--- src/rtl/choppiness_index_of_true_range_defines.svh ---
`ifndef CHOPPINESS_INDEX_OF_TRUE_RANGE_DEFINES_SVH
`define CHOPPINESS_INDEX_OF_TRUE_RANGE_DEFINES_SVH

// same-cycle implication
`define CHOP_ASSERT_IMPL(label, clk, rst_n, ante, cons) \
    label: assert property (@(posedge clk) disable iff (!(rst_n)) (ante) |-> (cons)) \
        else $error("%m: check failed");

// next-cycle implication
`define CHOP_ASSERT_NEXT(label, clk, rst_n, ante, cons) \
    label: assert property (@(posedge clk) disable iff (!(rst_n)) (ante) |=> (cons)) \
        else $error("%m: check failed");

`endif

--- src/rtl/chop_pkg.sv ---
package chop_pkg;

    localparam int WINDOW_MAX_DEF = 64;
    localparam int PRICE_BITS_DEF = 32;
    localparam int PORT_PRICE_W   = 32;
    localparam int PERIOD_W       = 7;
    localparam int PERIOD_RESET   = 14;
    localparam int PERIOD_MIN     = 2;
    localparam int FRAC_BITS      = 16;
    localparam int MANT_BITS      = 32;
    localparam int SCALE_Q8       = 25600;
    localparam int SCALE_W        = 15;
    localparam int OUT_W          = 24;
    localparam int OUT_MIN_MAG    = 8388608;

    typedef enum logic [1:0] {
        LOG_SPREAD = 2'd0,
        LOG_SUM    = 2'd1,
        LOG_LEN    = 2'd2
    } t_log_sel;

    typedef struct packed {
        logic     cfg_write;
        logic     capture;
        logic     calc_tr;
        logic     load;
        logic     scan_start;
        logic     log_start;
        t_log_sel log_sel;
        logic     mul;
        logic     div_start;
        logic     set_undef;
        logic     set_zero;
        logic     set_div;
        logic     out_load;
    } t_cmd;

    typedef struct packed {
        logic scan_pend;
        logic scan_done;
        logic emit;
        logic undef;
        logic log_done;
        logic spread_ge_sum;
        logic div_done;
        logic out_free;
    } t_status;

endpackage

--- src/rtl/chop_ctrl.sv ---
`include "choppiness_index_of_true_range_defines.svh"

module chop_ctrl (
    input  logic              i_clk,
    input  logic              i_rst_n,
    input  logic              i_in_valid,
    output logic              o_in_ready,
    input  logic              i_cfg_valid,
    output logic              o_cfg_ready,
    output chop_pkg::t_cmd    o_cmd,
    input  chop_pkg::t_status i_status
);

    typedef enum logic [12:0] {
        S_IDLE  = 13'b0000000000001,
        S_TR    = 13'b0000000000010,
        S_LOAD  = 13'b0000000000100,
        S_CHECK = 13'b0000000001000,
        S_SCAN  = 13'b0000000010000,
        S_LOGD  = 13'b0000000100000,
        S_LOGS  = 13'b0000001000000,
        S_CMP   = 13'b0000010000000,
        S_LOGN  = 13'b0000100000000,
        S_MUL   = 13'b0001000000000,
        S_DIVS  = 13'b0010000000000,
        S_DIV   = 13'b0100000000000,
        S_OUT   = 13'b1000000000000
    } t_state;

    t_state r_state, n_state;

    always_ff @(posedge i_clk) begin
        if (!i_rst_n) begin
            r_state <= S_IDLE;
        end else begin
            r_state <= n_state;
        end
    end

    always_comb begin
        n_state     = r_state;
        o_cmd       = '0;
        o_in_ready  = 1'b0;
        o_cfg_ready = 1'b0;
        case (r_state)
            S_IDLE: begin
                o_cfg_ready     = 1'b1;
                o_in_ready      = !i_cfg_valid;
                o_cmd.cfg_write = i_cfg_valid;
                if (i_in_valid && !i_cfg_valid) begin
                    o_cmd.capture = 1'b1;
                    n_state       = S_TR;
                end
            end
            S_TR: begin
                o_cmd.calc_tr = 1'b1;
                n_state       = S_LOAD;
            end
            S_LOAD: begin
                o_cmd.load = 1'b1;
                n_state    = S_CHECK;
            end
            S_CHECK: begin
                if (i_status.scan_pend) begin
                    o_cmd.scan_start = 1'b1;
                    n_state          = S_SCAN;
                end else if (!i_status.emit) begin
                    n_state = S_IDLE;
                end else if (i_status.undef) begin
                    o_cmd.set_undef = 1'b1;
                    n_state         = S_OUT;
                end else begin
                    o_cmd.log_start = 1'b1;
                    o_cmd.log_sel   = chop_pkg::LOG_SPREAD;
                    n_state         = S_LOGD;
                end
            end
            S_SCAN: begin
                if (i_status.scan_done) n_state = S_CHECK;
            end
            S_LOGD: begin
                if (i_status.log_done) begin
                    o_cmd.log_start = 1'b1;
                    o_cmd.log_sel   = chop_pkg::LOG_SUM;
                    n_state         = S_LOGS;
                end
            end
            S_LOGS: begin
                if (i_status.log_done) n_state = S_CMP;
            end
            S_CMP: begin
                if (i_status.spread_ge_sum) begin
                    o_cmd.set_zero = 1'b1;
                    n_state        = S_OUT;
                end else begin
                    o_cmd.log_start = 1'b1;
                    o_cmd.log_sel   = chop_pkg::LOG_LEN;
                    n_state         = S_LOGN;
                end
            end
            S_LOGN: begin
                if (i_status.log_done) n_state = S_MUL;
            end
            S_MUL: begin
                o_cmd.mul = 1'b1;
                n_state   = S_DIVS;
            end
            S_DIVS: begin
                o_cmd.div_start = 1'b1;
                n_state         = S_DIV;
            end
            S_DIV: begin
                if (i_status.div_done) begin
                    o_cmd.set_div = 1'b1;
                    n_state       = S_OUT;
                end
            end
            S_OUT: begin
                if (i_status.out_free) begin
                    o_cmd.out_load = 1'b1;
                    n_state        = S_IDLE;
                end
            end
            default: n_state = S_IDLE;
        endcase
    end

    `CHOP_ASSERT_NEXT(a_busy_after_take, i_clk, i_rst_n, i_in_valid && o_in_ready, !o_in_ready)
    `CHOP_ASSERT_IMPL(a_log_in_state, i_clk, i_rst_n, i_status.log_done, r_state == S_LOGD || r_state == S_LOGS || r_state == S_LOGN)
    `CHOP_ASSERT_IMPL(a_div_in_state, i_clk, i_rst_n, i_status.div_done, r_state == S_DIV)

endmodule

--- config.mk ---
export PLATFORM = sky130hd
export DESIGN_NAME = chop_ctrl
export DESIGN_NICKNAME = d
export VERILOG_FILES = /design/src/rtl/chop_pkg.sv /design/src/rtl/chop_ctrl.sv
export VERILOG_INCLUDE_DIRS = /design/src /design/src/rtl
export SDC_FILE = /design/constraint.sdc
export NUM_CORES = 1
export LEC_CHECK = 0
export ABC_AREA = 1
export ABC_CLOCK_PERIOD_IN_PS = 4200
export BUFFER_PORTS_ARGS = -buffer_cell sky130_fd_sc_hd__buf_2
export CAP_MARGIN = 20
export CORE_UTILIZATION = 55
export DETAILED_ROUTE_END_ITERATION = 12
export PLACE_DENSITY_LB_ADDON = 0.25
export SLEW_MARGIN = 30
export SYNTH_ARGS = -nofsm -noshare
export SYNTH_HDL_FRONTEND = slang
export SYNTH_SLANG_ARGS = --single-unit
--- constraint.sdc ---
create_clock -name i_clk -period 4.2 [get_ports i_clk]
set_input_delay 0.21 -clock i_clk [delete_from_list [all_inputs] [get_ports i_clk]]
set_output_delay 0.21 -clock i_clk [all_outputs]
set_load 0.1 [all_outputs]
# ---- Word level (Yosys, flattened, before mapping)
# Cells that the tools add are included.
# W data, S select, Z words.
dict set report totals {
  regBits 13
  inputBits 12
}
dict set report classes {
  n_eq_ne 20
  mux 38
  reduce_logical 3
}
# op n
set ops {}
lappend ops {{$pmux W13 S13} 1}
lappend ops {{$mux W13} 11}
lappend ops {{$mux W1} 19}
lappend ops {{$mux W3} 5}
lappend ops {{$ne A2 B2 Y1 const B} 7}
lappend ops {{$eq A13 B1 Y1 const B} 1}
lappend ops {{$eq A13 B10 Y1 const B} 1}
lappend ops {{$eq A13 B11 Y1 const B} 1}
lappend ops {{$eq A13 B12 Y1 const B} 1}
lappend ops {{$eq A13 B13 Y1 const B} 1}
lappend ops {{$eq A13 B2 Y1 const B} 1}
lappend ops {{$eq A13 B3 Y1 const B} 1}
lappend ops {{$eq A13 B4 Y1 const B} 1}
lappend ops {{$eq A13 B5 Y1 const B} 1}
lappend ops {{$eq A13 B6 Y1 const B} 1}
lappend ops {{$eq A13 B7 Y1 const B} 1}
lappend ops {{$eq A13 B8 Y1 const B} 1}
lappend ops {{$eq A13 B9 Y1 const B} 1}
lappend ops {{$pmux W3 S3} 1}
lappend ops {{$reduce_and A7 Y1} 1}
lappend ops {{$mux W2} 1}
lappend ops {{$logic_and A1 B1 Y1} 1}
lappend ops {{$logic_not A1 Y1} 1}

# ---- Depth between registers and ports, before layout
# Gate-level depths: netlist of run 1.
dict set report depth {
  depth_word 4
  depth_mapped 11
  depth_no_buf 10
}

# ---- Least setup slack after synthesis of run 1
# Ideal clock, no wire load.
dict set report synth_timing {
  kind {register to output}
  start {reg r_state[10]}
  end {out o_cmd[8] (netlist bit)}
  arrival_time_ns 2.843
  slack_ns 1.147
  path_stages_with_launch 9
  n_path_buf 0
  cell_sequence {dfxtp_1 -> nor2_4 -> nand2_4 -> nor2_8 -> nand3_1 -> nor2_1 -> inv_1 -> o21ai_0 -> or2_2}
}
# element line
set synth_rtl {}
lappend synth_rtl {{start: declaration} chop_ctrl.sv:30} ;# t_state r_state, n_state;
lappend synth_rtl {{start signal: assignment} chop_ctrl.sv:36} ;# r_state <= n_state;
lappend synth_rtl {{end: declaration} chop_ctrl.sv:10} ;# output chop_pkg::t_cmd o_cmd,

==> impl_results.md, run 1 <==
- Run status: finished clean
- Proportion of synthesized area in mux cells: 0%
- WP data arrival: 2.13 ns
- Startpoint Class: flip-flop
- Unique masters post-synth: 21
- Clock root buffer master: clkbuf_4
- Final instance area: 1160 um^2
- Number of synthesized flops with an enable pin: 0
- Ys async rst share: 0%
- Die Height: 44.5 um
- Num CTS Buffers: 3
- Maxcap violations: 0
- Yosys top cell by area: dfxtp_1
- Worst Tran Pin Value: 0.492 ns
- Largest cells by area after synthesis: dfxtp_1 (26%), nor2_1 (16%), inv_1 (15%)
- Min-Delay Path Class: input port to flip-flop
- Synthesized area per cell: 5.84 um^2
- Crit Path Class: flip-flop to primary output
- Post-Syn Area: 993 um^2
- Largest net degree at the start of global routing: 14
- Post-synth net total: 182
- Compound-Gate Fraction of Synth Area: 2.39%
- Post-Synth XOR/XNOR Area: 0%
- Total grt overflow: 0
- Adder-Cell Fraction of Synth Area: 0%
- Port bufs: 27
- P&R area growth vs syn: 17.0%
- Vias: 1075
- Core Rows: 14
- CTS clock-pin slew for the worst setup and hold paths: 0.08 ns
- Setup TNS: 0 ns
- Yosys top cell area share: 26.2%
- Slew headroom: 67.5%
- DRT antenna net count: 0
- Layout fillers: 158
- Die Area: 1980 um^2
- CTS resizes: 0
- Leak: 0.756 nW
- Placed cell areas: 1140 um^2
- CTS H-tree depth: 1
- Initial antenna violation count: 0
- Vias in the first global route: 939
- CTS Sinks: 13
- Critical Path RT: 3.99 ns
- First-pass GRT wire length: 3670 um
- GRT Resource Usage Total: 25.4%
- TritonCTS clock tree: built
- Antenna Cells: 0
- Tmin final: 2.34 ns
- DRC Markers: 0
- Final Net Count: 211
- Wire per inst: 10.0 um
- Finish-stage setup viols: 0
- Ys flop type: dfxtp_1
- Syn Inst Count: 170
- Yosys reg bits: 13
- Non-Filler Instances: 222
- Max FO, Critical Path: 5
- Design Power: 0.896 mW
- Initial Util: 62.3%
- Yosys Warn Count: 0
- Final Cycle Share: 55.7%
- DIE WIDTH: 44.5 um
- Number of flip-flops in the largest register: 13
- Main combinational cell family by area after synthesis: simple AND/OR/NAND/NOR gates
- Placed Cells: 218
- Fmax: 427 MHz
- Post-Synth Simple-Gate Area: 54.0%
- GPL Wtd Cong: 0.868
- Sequential area share after synthesis: 26.2%
- Final Hold Vio Count: 0
- Core Footprint: 1590 um^2
- Pwr Density: 771 nW/um^2
- DRT Pass-1 Iters: 4
- Setup Skew: 0.000493 ns
- Routed vias/inst: 4.84
- Synth cell count leaders: nor2_1 (43), inv_1 (40), nand2_1 (28), nand3_1 (18), dfxtp_1 (13)
- Postcts setup bufs: 0
- Ports: 28
- Worst VDD drop: 0.833 mV
- Slew Limit Fails: 0
- DP HPWL: 1720 um
- Clock Tree Buf Depth: 2
- Hold_buf cts: 0
- Most flops, register: r_state
- Total routed wirelength: 2230 um
- Crit path capture type: primary output
- Regs by FF count: r_state: 13 flops
- RSZ-0062 raised after global routing: false
- Worst-skew pair later-pin latency: 0.28 ns
- Share of cells above drive strength 1: 22.7%
- DRT iter0 DRCs: 32
- Top-count cell post-synth: nor2_1
-- layer usage --
layer	track usage, %	vias to the layer above	wire length (um)
li1	-	560	-
met1	30.5	471	1020
met2	45.6	39	1050
met3	3.67	5	122
met4	9.09	0	32
met5	0	-	0
-- worst max-delay path, stage by stage (launching register included) --
cell and delay [ns]:
dfxtp_1 0.33, nor2_1 0.21, nand2_2 0.13, nor2_1 0.13
nand3_1 0.19, nor4_1 0.27, or2_2 0.17, buf_2 0.41
-- final cells by class --
cell class              instances  area (um^2)  share of cell area [%]
inverters                      40          150                    12.9
multi-input cells             114          561                    48.2
well taps                      24         30.0                    2.58
repair buffers                 27          135                    11.6
flip-flops and latches         13          260                    22.4
clock buffers                   4         26.3                    2.26
-- path summary, 6_finish.rpt --
| path | from | end | slack [ns] | depth (start not counted) |
|---|---|---|---|---|
| min reg2reg | r_state[6]$_SDFFE_PN0P_ | r_state[6]$_SDFFE_PN0P_ | 0.51 | 2 |
| max | r_state[4]$_SDFFE_PN0P_ | o_cmd[8] | 1.86 | 7 |
| min | i_status[7] | r_state[5]$_SDFFE_PN0P_ | 0.25 | 4 |
| max reg2reg | r_state[4]$_SDFFE_PN0P_ | r_state[9]$_SDFFE_PN0P_ | 2.36 | 10 |
-- metrics by stage --
step / utilization [%] / hold slack [ns] / worst slack [ns]
final: 72.9 / 0.255 / 1.86
after global routing: 72.9 / 0.276 / 1.65
after CTS: 72.9 / 0.260 / 1.89
after detailed placement: 71.3 / 0.480 / 2.23
after global placement: 71.3 / 0.490 / 2.24
after floorplan: - / 0.330 / 1.15
-- where the power goes --
part / switching, mW / leakage [nW] / internal, mW / total (mW)
Sequential: 0.0220 / 0.106 / 0.152 / 0.174
Clock: 0.0430 / 0.0150 / 0.0369 / 0.0799
Combinational: 0.498 / 0.635 / 0.144 / 0.642
-- layout by cell type, fill, tap and decap left out, types with 2 or more instances in the layout --
| cell type | netlist | final |
|---|---|---|
| nor2_1 | 43 | 43 |
| o21ai_0 | 3 | 3 |
| nand3_1 | 18 | 18 |
| or2_2 | 2 | 2 |
| nand3b_1 | 4 | 4 |
| nand3_2 | 3 | 3 |
| clkbuf_4 | 0 | 3 |
| nand2_2 | 2 | 2 |
| nor2_2 | 2 | 2 |
| nand2_4 | 2 | 2 |
| inv_1 | 40 | 40 |
| nand2_1 | 28 | 28 |
| dfxtp_1 | 13 | 13 |
| nor2_4 | 2 | 2 |
| buf_2 | 0 | 27 |
-- cell families after synthesis --
group,count (synthesis)
AOI/OAI and AO/OA,4
buffers and inverters,43
DFF,13
and+or+nand+nor,110
No activity file was read; power rests on OpenSTA's default activity.
==> run 2, diff against run 1 <==
ABC_CLOCK_PERIOD_IN_PS = 2140   (was 4200)
CORE_ASPECT_RATIO = 0.7   (was default)
CORE_UTILIZATION = 46   (was 55)
clock period = 2.14 ns   (was 4.2 ns; I/O delays follow)
==> impl_results.md, run 2 (synthesis results as in run 1) <==
- Slowest stage cell, crit path: buf_2
- Number of flip-flops in the largest register: 13 (unchanged)
- Most Frequent Cell on Critical Path: nor2_1
- Final core area utilization: 62.5% (-10 points)
- Startpoint Class: flip-flop
- P&R area growth vs syn: 21.8%
- Critical Path RT: 2.03 ns (-1.96 ns)
- Routed vias/inst: 4.72 (-2.6%)
- Worst Tran Pin Value: 0.489 ns (-0.00211 ns)
- Total routed wirelength: 2400 um (+7.4%)
- Most flops, register: r_state
- CTS clock-pin slew for the worst setup and hold paths: 0.09 ns (about the same)
- Design Power: 1.79 mW (+100%)
- Setup Skew: 0.00773 ns (+0.00724 ns)
- Worst-skew pair later-pin latency: 0.28 ns (about the same)
- Crit path capture type: primary output
- TritonCTS clock tree: built
- Violations in the final reports: design-rule violations
- Final Cycle Share: 92.0%
- DRT iter0 DRCs: 52 (+63%)
- GPL Wtd Cong: 0.844 (-2.8%)
- Final Hold Vio Count: 0 (unchanged)
- Min-Delay Path Class: input port to flip-flop
- Initial Util: 51.3% (-11 points)
- Postcts setup bufs: 0 (unchanged)
- First-pass GRT wire length: 3670 um (unchanged)
- Crit Path Class: flip-flop to primary output
- Port bufs: 27 (unchanged)
- Wire per inst: 10.9 um (+8.3%)
- Antenna Cells: 0 (unchanged)
- Worst VDD drop: 1.32 mV (+58%)
- Vias: 1038 (-3.4%)
- CTS H-tree depth: 1 (unchanged)
- Multi-input logic area: 592 um^2 (+5.6%)
- Ports: 28 (unchanged)
- Commonest cells after routing, fill and taps aside: inv_1 (40), nor2_1 (37), nand2_1 (28)
- Die Area: 2350 um^2 (+19%)
- RSZ-0062 raised after global routing: false
- Leak: 0.761 nW (+0.61%)
- CP peak stage delay: 0.45 ns (+0.04 ns)
- DRT Pass-1 Iters: 8 (+4)
- Clock root buffer master: clkbuf_4
- Core Footprint: 1940 um^2 (+21%)
- Tmin final: 1.97 ns
- Non-Filler Instances: 220 (-0.90%)
- Regs by FF count: r_state: 13 flops
- Core Rows: 13 (-1)
- Finish-stage setup viols: 0 (unchanged)
- Worst hold slack: 0.156 ns (-0.0992 ns)
- DP HPWL: 1950 um (+14%)
- Vias in the first global route: 850 (-9.5%)
- FF+latch area: 260 um^2 (unchanged)
- Critical Path, Cell by Cell: nor2_1 > nand2_1 > nor2_1 > nand3b_1 > nor2_1 > buf_2
- Share of cells above drive strength 1: 27.8% (+5.1 points)
- Die Height: 40.9 um (-8.1%)
- Commonest non-fill, non-tap cell in the layout: inv_1
- DIE WIDTH: 57.5 um (+29%)
- WP data arrival: 1.86 ns (-0.27 ns)
- Placed Cells: 216 (-0.92%)
- GRT Resource Usage Total: 21.6% (-3.8 points)
- Initial antenna violation count: 0 (unchanged)
- Pwr Density: 1480 nW/um^2 (+92%)
- Fmax: 508 MHz
- Slew headroom: 67.6% (+0.14 points)
- DRC Markers: 4 (+4)
- CTS Sinks: 13 (unchanged)
- Max FO, Critical Path: 5 (unchanged)
- Clock Tree Buf Depth: 2 (unchanged)
- Run status: finished with violations
- Num CTS Buffers: 3 (unchanged)
- Slew Limit Fails: 0 (unchanged)
- Layout fillers: 186 (+18%)
- Final Net Count: 211 (unchanged)
- DRT antenna net count: 0 (unchanged)
- Maxcap violations: 0 (unchanged)
- Largest net degree at the start of global routing: 14 (unchanged)
- Total grt overflow: 0 (unchanged)
## run 2: layer usage
metal  vias to the layer above  global-route usage [%]  share of wire, %  wire length [um]
li1                        555                       -                 -                 -
met1                       442                    29.8                50              1210
met2                        39                    34.0                41               977
met3                         2                    5.68               8.2               197
met4                         0                    5.49              0.50                12
met5                         -                       0                 0                 0
## run 2: cell type report
type | instances | area share, %
multi-input combinational | 114 | 48.9
clock inverter | 1 | 0.414
tap | 22 | 2.28
clock buffer | 3 | 1.86
inverter | 40 | 12.4
timing repair buffer | 27 | 12.6
sequential | 13 | 21.5
## run 2: worst max-delay path: cells and delay by family, from the launching register on
kind | cells | cell delay (ns)
simple gates | 5 | 0.80
buf+inv | 1 | 0.45
flops | 1 | 0.33
## run 2: stage by stage
step	setup WS (ns)	setup TNS [ns]	instance area, um^2
after floorplan	-0.301	-0.761	1010
after global placement	0.466	0	1170
after detailed placement	0.352	0	1170
after CTS	0.114	0	1200
after global routing	0.0321	0	1210
final	0.171	0	1210
## run 2: final timing paths
| check | startpoint | end | slack [ns] | cells past startpoint |
|---|---|---|---|---|
| hold reg to reg | r_state[6]$_SDFFE_PN0P_ | r_state[6]$_SDFFE_PN0P_ | 0.48 | 2 |
| setup / recovery | r_state[0]$_SDFFE_PN1P_ | o_cmd[7] | 0.17 | 6 |
| setup reg to reg | r_state[10]$_SDFFE_PN0P_ | r_state[2]$_SDFFE_PN0P_ | 0.31 | 10 |
| hold / removal | i_rst_n | r_state[11]$_SDFFE_PN0P_ | 0.16 | 3 |
## run 2: where the power goes
group          internal (mW)  switching, mW
combinational          0.290           1.00
sequential             0.298         0.0406
clock                 0.0694         0.0898
## run 2: timing repair
item	CTS	global route
setup endpoints to repair	0	2
hold buffers	0	0
gates resized for setup	0	3
